`src/rtl/core/tdq_pkg.sv`:
```
// shared types and codes for the tagged deque
package tdq_pkg;

	localparam logic [2:0] FN_QUERY     = 3'd0;
	localparam logic [2:0] FN_PUSH_TAIL = 3'd1;
	localparam logic [2:0] FN_PUSH_HEAD = 3'd2;
	localparam logic [2:0] FN_POP       = 3'd3;
	localparam logic [2:0] FN_REMOVE    = 3'd4;
	localparam logic [2:0] FN_CLEAR     = 3'd5;

	localparam logic [1:0] ST_OK     = 2'd0;
	localparam logic [1:0] ST_EMPTY  = 2'd1;
	localparam logic [1:0] ST_FULL   = 2'd2;
	localparam logic [1:0] ST_BADPOS = 2'd3;

	typedef struct packed {
		logic [2:0]  func;
		logic [31:0] item_data;
		logic [15:0] item_id;
		logic [8:0]  position;
	} in_t;

	typedef struct packed {
		logic [1:0]  status;
		logic        removed_valid;
		logic [31:0] removed_data;
		logic [15:0] removed_id;
		logic        head_valid;
		logic [31:0] head_data;
		logic        head_id_match;
		logic [8:0]  length;
	} out_t;

	typedef enum logic [1:0] {RD_HEAD, RD_POS, RD_SHIFT} rd_sel_t;
	typedef enum logic [1:0] {WR_NONE, WR_TAIL, WR_HEAD, WR_SHIFT} wr_sel_t;
	typedef enum logic [1:0] {HEAD_KEEP, HEAD_DEC, HEAD_INC, HEAD_ZERO} head_op_t;
	typedef enum logic [1:0] {CNT_KEEP, CNT_INC, CNT_DEC, CNT_ZERO} cnt_op_t;

	typedef struct packed {
		logic       load_item;
		rd_sel_t    rd_sel;
		wr_sel_t    wr_sel;
		head_op_t   head_op;
		cnt_op_t    cnt_op;
		logic       idx_init;
		logic       idx_inc;
		logic       set_status;
		logic [1:0] status;
		logic       cap_removed;
		logic       load_out;
	} dp_cmd_t;

	typedef struct packed {
		logic [2:0] func;
		logic       full;
		logic       empty;
		logic       pos_bad;
		logic       shift_more;
		logic       shift_more_next;
	} dp_sts_t;

endpackage

```
`src/rtl/core/tdq_ctrl.sv`:
```
// controller: sequences each operation and owns the handshakes
module tdq_ctrl import tdq_pkg::*; (
	input  logic    clk,
	input  logic    arst_n,
	input  logic    in_valid,
	output logic    in_ready,
	output logic    out_valid,
	input  logic    out_ready,
	input  dp_sts_t sts,
	output dp_cmd_t cmd
);

	typedef enum logic [2:0] {
		S_IDLE, S_EXEC, S_POP_CAP, S_REM_CAP, S_SHIFT_RD, S_SHIFT_WR, S_HEAD_RD, S_FINISH
	} state_t;

	state_t state_q;
	state_t state_nxt;
	logic   out_valid_q;

	assign in_ready  = (state_q == S_IDLE);
	assign out_valid = out_valid_q;

	always_comb begin
		cmd             = '0;
		cmd.rd_sel      = RD_HEAD;
		cmd.wr_sel      = WR_NONE;
		cmd.head_op     = HEAD_KEEP;
		cmd.cnt_op      = CNT_KEEP;
		cmd.status      = ST_OK;
		state_nxt       = state_q;
		case (state_q)
			S_IDLE: begin
				cmd.load_item = in_valid;
				if (in_valid) begin
					state_nxt = S_EXEC;
				end
			end
			S_EXEC: begin
				state_nxt = S_FINISH;
				case (sts.func)
					FN_PUSH_TAIL, FN_PUSH_HEAD: begin
						if (sts.full) begin
							cmd.set_status = 1'b1;
							cmd.status     = ST_FULL;
						end else begin
							cmd.cnt_op = CNT_INC;
							if (sts.func == FN_PUSH_TAIL) begin
								cmd.wr_sel = WR_TAIL;
							end else begin
								cmd.wr_sel  = WR_HEAD;
								cmd.head_op = HEAD_DEC;
							end
							state_nxt = S_HEAD_RD;
						end
					end
					FN_POP: begin
						if (sts.empty) begin
							cmd.set_status = 1'b1;
							cmd.status     = ST_EMPTY;
						end else begin
							state_nxt = S_POP_CAP;
						end
					end
					FN_REMOVE: begin
						if (sts.empty) begin
							cmd.set_status = 1'b1;
							cmd.status     = ST_EMPTY;
						end else if (sts.pos_bad) begin
							cmd.set_status = 1'b1;
							cmd.status     = ST_BADPOS;
						end else begin
							cmd.rd_sel   = RD_POS;
							cmd.idx_init = 1'b1;
							state_nxt    = S_REM_CAP;
						end
					end
					FN_CLEAR: begin
						cmd.cnt_op  = CNT_ZERO;
						cmd.head_op = HEAD_ZERO;
					end
					default: begin
						cmd.rd_sel = RD_HEAD;
					end
				endcase
			end
			S_POP_CAP: begin
				cmd.cap_removed = 1'b1;
				cmd.head_op     = HEAD_INC;
				cmd.cnt_op      = CNT_DEC;
				state_nxt       = S_HEAD_RD;
			end
			S_REM_CAP: begin
				cmd.cap_removed = 1'b1;
				cmd.rd_sel      = RD_SHIFT;
				if (sts.shift_more) begin
					state_nxt = S_SHIFT_WR;
				end else begin
					cmd.cnt_op = CNT_DEC;
					state_nxt  = S_HEAD_RD;
				end
			end
			S_SHIFT_RD: begin
				cmd.rd_sel = RD_SHIFT;
				state_nxt  = S_SHIFT_WR;
			end
			S_SHIFT_WR: begin
				// move the entry behind the gap one place toward the head
				cmd.wr_sel  = WR_SHIFT;
				cmd.idx_inc = 1'b1;
				if (sts.shift_more_next) begin
					state_nxt = S_SHIFT_RD;
				end else begin
					cmd.cnt_op = CNT_DEC;
					state_nxt  = S_HEAD_RD;
				end
			end
			S_HEAD_RD: begin
				state_nxt = S_FINISH;
			end
			S_FINISH: begin
				// head read stays pointed at the head while the result slot is busy
				if (!out_valid_q || out_ready) begin
					cmd.load_out = 1'b1;
					state_nxt    = S_IDLE;
				end
			end
			default: begin
				state_nxt = S_IDLE;
			end
		endcase
	end

	always_ff @(posedge clk or negedge arst_n) begin
		if (!arst_n) begin
			state_q     <= S_IDLE;
			out_valid_q <= 1'b0;
		end else begin
			state_q <= state_nxt;
			if (cmd.load_out) begin
				out_valid_q <= 1'b1;
			end else if (out_ready) begin
				out_valid_q <= 1'b0;
			end
		end
	end

endmodule

```
`config.mk`:
```
export PLATFORM = sky130hd
export DESIGN_NAME = tdq_ctrl
export DESIGN_NICKNAME = d
export VERILOG_FILES = /design/src/rtl/core/tdq_pkg.sv /design/src/rtl/core/tdq_ctrl.sv
export SDC_FILE = /design/constraint.sdc
export NUM_CORES = 1
export LEC_CHECK = 0
export ABC_CLOCK_PERIOD_IN_PS = 4100
export BUFFER_PORTS_ARGS = -buffer_cell sky130_fd_sc_hd__buf_2
export CELL_PAD_IN_SITES_DETAIL_PLACEMENT = 0
export CELL_PAD_IN_SITES_GLOBAL_PLACEMENT = 1
export CORE_MARGIN = 2
export CORE_UTILIZATION = 33
export CTS_BUF_LIST = sky130_fd_sc_hd__clkbuf_8
export CTS_CLUSTER_SIZE = 10
export DETAILED_ROUTE_END_ITERATION = 10
export PLACE_DENSITY_LB_ADDON = 0.15
export SYNTH_ARGS = -nofsm -noshare
export SYNTH_HDL_FRONTEND = slang
export SYNTH_SLANG_ARGS = --single-unit
```
`constraint.sdc`:
```
create_clock -name clk -period 4.1 [get_ports clk]
set_input_delay 0.205 -clock clk [delete_from_list [all_inputs] [get_ports clk]]
set_output_delay 0.205 -clock clk [all_outputs]
set_load 0.01 [all_outputs]
```
==> impl_metrics.toml <==
[power]
power_switching_uw = 155.6
netSwitchingFraction_pct = 41.82
combinationalPowerShare_pct = 50.9
internal-power_uw = 216.4
total_power_uw = 372.0
power_leakage_nw = 0.3586
maximum_resistive_drop_on_vdd_uv = 273.8
share_clk_of_total_power_pct = 21.6
share_seq_of_total_power_pct = 27.5
power.density_cell_area_nw_per_um2 = 508.2

[timing]
setup-violations-final = 0
tightestPinTransition_ps = 495.0
max-slew-margin-rel_pct = 66.53
finalHoldViolCount = 0
final-max-slew-violation-count = 0
finalHoldWorstSlack_ps = 230.9
finalSetupTns_ps = 0
timing.final.crit_period_ps = 2227
clock-skew-final_ps = 1.559
final_critical_path_setup_slack_ps = 1873
grt_setup_unrepaired = "false"
max_freq_ghz = 0.4491
min_period_over_period_pct = 54.31

[final_layout]
final_layout_size_suffix_gt1_share_pct = 36.00
layout.filler_cells = 167
layoutNonFillerInstCount = 116
final_area_um2 = 732.0
commonest_non_fill_non_tap_cell_in_the_layout = "sky130_fd_sc_hd__buf_2"
area_growth_syn_to_fin_pct = 32.95
antenna_cells_inserted = 0
layout.cells.most_common_list = "29 x sky130_fd_sc_hd__buf_2, 5 x sky130_fd_sc_hd__inv_1, 5 x sky130_fd_sc_hd__nand2b_1"
utilization_pct = 47.48
final_nets = 114

[synth]
synth-async-reset-ratio_pct = 100.0
dominantRegCellSynth = "sky130_fd_sc_hd__dfrtp_1"
mapped_cell_area_um2 = 550.5
synthesis.area_per_instance_um2 = 7.340
yosys.area.top_type_share_pct = 18.18
netlist-cell-type-count = 37
netlist_instances = 75
yosysWarningCount = 0
synth.net_count = 87
yosys.area.top_type = "sky130_fd_sc_hd__dfrtp_1"
synth_edf_count = 0
yosys_register_bits = 4
synth_top_cells_by_area = "sky130_fd_sc_hd__dfrtp_1 18%, sky130_fd_sc_hd__nand2b_1 5.7%, sky130_fd_sc_hd__a31oi_1 4.5%"
ys_seq_area_share_pct = 18.18

[placed_design]
place_inst = 112
post-place-ws_ps = 2110
dp_hpwl_mm = 1.010
placement.cell_area_um2 = 680.7
gpl.final_weighted_congestion = 0.7664
placement.io_buffers = 29

[floorplanning]
core_area_um2 = 1541
fp.dieArea_um2 = 2011
chipWidth_um = 44.85
top_level_ports = 30
die_height_um = 44.85
initial_core_util_pct = 35.71
placement_rows = 14

[job]
drv_cap = 0

[drt]
totalWireLength_mm = 1.337
drtAntennaViolNets = 0
first_pass_iters = 4
detail_route.iter0.violations = 3
wl_per_cell_um = 11.53
detail_route.drc_violations = 0
route.vias.total = 620
avgViaCountPerCell = 5.345

[global_routing]
global_route.usage.total_pct = 14.42
grt_pass1_wl_mm = 2.111
pin_count_of_the_biggest_net_entering_global_routing = 17
grt.overflow.total = 0
antenna_found_initial = 0
vias_in_the_first_global_route = 500

[clock_tree]
cts_inserted_buffers = 3
tritoncts = "built"
cts.repair.resized = 0
total_number_of_clock_tree_sinks = 4
clockRootBuffer = "sky130_fd_sc_hd__clkbuf_8"
clkSlewWorstSetupHoldPaths_ps = 30
clk_latency_ps = 210
clock_tree.buffer_depth = 2
post_cts.repair.setup_buffers = 0
cts_hold_buf = 1
clock_tree.htree_level_count = 1

[critical_path]
cp_data_arrival_time_ps = 2020
critical_path.endpoint_type = "output port"
type_of_origin_of_the_critical_path = "flop"
ff2ff_setup_slack_ps = 2410
critical_path.max_fanout = 15
required_ps = 3890
timing.setup.critical_path_class = "flop to output port"

[run_status]
run_status = "complete, no violations"

[worst_hold_path]
min-delay-path-class = "input pin to flop"
[per-layer routing]
metal / wire (um) / global-route usage, %
met1: 673 / 19.41
met4: 8 / 8.824
met5: 0 / 0
met3: 71 / 2.400
met2: 583 / 21.45
[cells by family (layout without fill, tap and decap cells)]
group                  after synthesis  count (layout)  share of synthesized area [%]
and+or+nand+nor                     36              36                          42.50
muxes                                3               3                          5.682
buffers and inverters               13              38                          9.772
AOI/OAI and AO/OA                   19              19                          23.86
DFF                                  4               4                          18.18
[power by group through the flow]
stage | combinational, mW | sequential [mW] | clock (mW)
global placement | 0.194 | 0.101 | 0
CTS | 0.193 | 0.101 | 0.0822
detailed placement | 0.192 | 0.101 | 0
global route | 0.210 | 0.108 | 0.0873
floorplan | 0.155 | 0.0733 | 0
finish | 0.189 | 0.102 | 0.0802
[worst paths after layout]
check	from	to	cells after the start
worst max-delay path	state_q[2]$_DFFE_PN0P_	cmd[13]	4
worst min-delay path	in_valid	state_q[0]$_DFFE_PN0P_	3
worst max register to register	state_q[2]$_DFFE_PN0P_	state_q[0]$_DFFE_PN0P_	3
worst min register to register	out_valid$_DFFE_PN0P_	out_valid$_DFFE_PN0P_	2
max in group asynchronous	arst_n	out_valid$_DFFE_PN0P_	2
min in group asynchronous	arst_n	state_q[1]$_DFFE_PN0P_	2
[critical path, stage by stage (launching register included)]
cell                      delay [ps]
sky130_fd_sc_hd__dfrtp_1         530
sky130_fd_sc_hd__or3b_1          540
sky130_fd_sc_hd__or4_1           450
sky130_fd_sc_hd__nor3_2          130
sky130_fd_sc_hd__buf_2           150
[state kept, by name, summed over array words and instances, names as in the netlist]
name,count
out_valid,1
state_q,3
[layout make-up]
cell class	instances	area, um^2	share of cell area (%)
repair buffers	30	155.1	21.20
inverters	5	18.77	2.564
clock buffers	3	41.29	5.641
multi-input cells	58	396.6	54.19
flip-flops and latches	4	100.1	13.68
well taps	16	20.02	2.735
[cell usage after synthesis (2+ instances only)]
master                     number
sky130_fd_sc_hd__clkbuf_1       6
sky130_fd_sc_hd__inv_1          5
sky130_fd_sc_hd__nand2b_1       5
sky130_fd_sc_hd__a21oi_1        4
sky130_fd_sc_hd__a31oi_1        4
sky130_fd_sc_hd__dfrtp_1        4
sky130_fd_sc_hd__nand2_1        4
sky130_fd_sc_hd__nor2_1         3
sky130_fd_sc_hd__nor2b_1        3
sky130_fd_sc_hd__nor3_1         3
sky130_fd_sc_hd__o21ai_0        3
sky130_fd_sc_hd__and2_1         2
sky130_fd_sc_hd__mux2i_1        2
sky130_fd_sc_hd__nand3b_1       2
sky130_fd_sc_hd__nor4b_1        2
sky130_fd_sc_hd__o21a_1         2
Power figures use the tool's default switching activity.
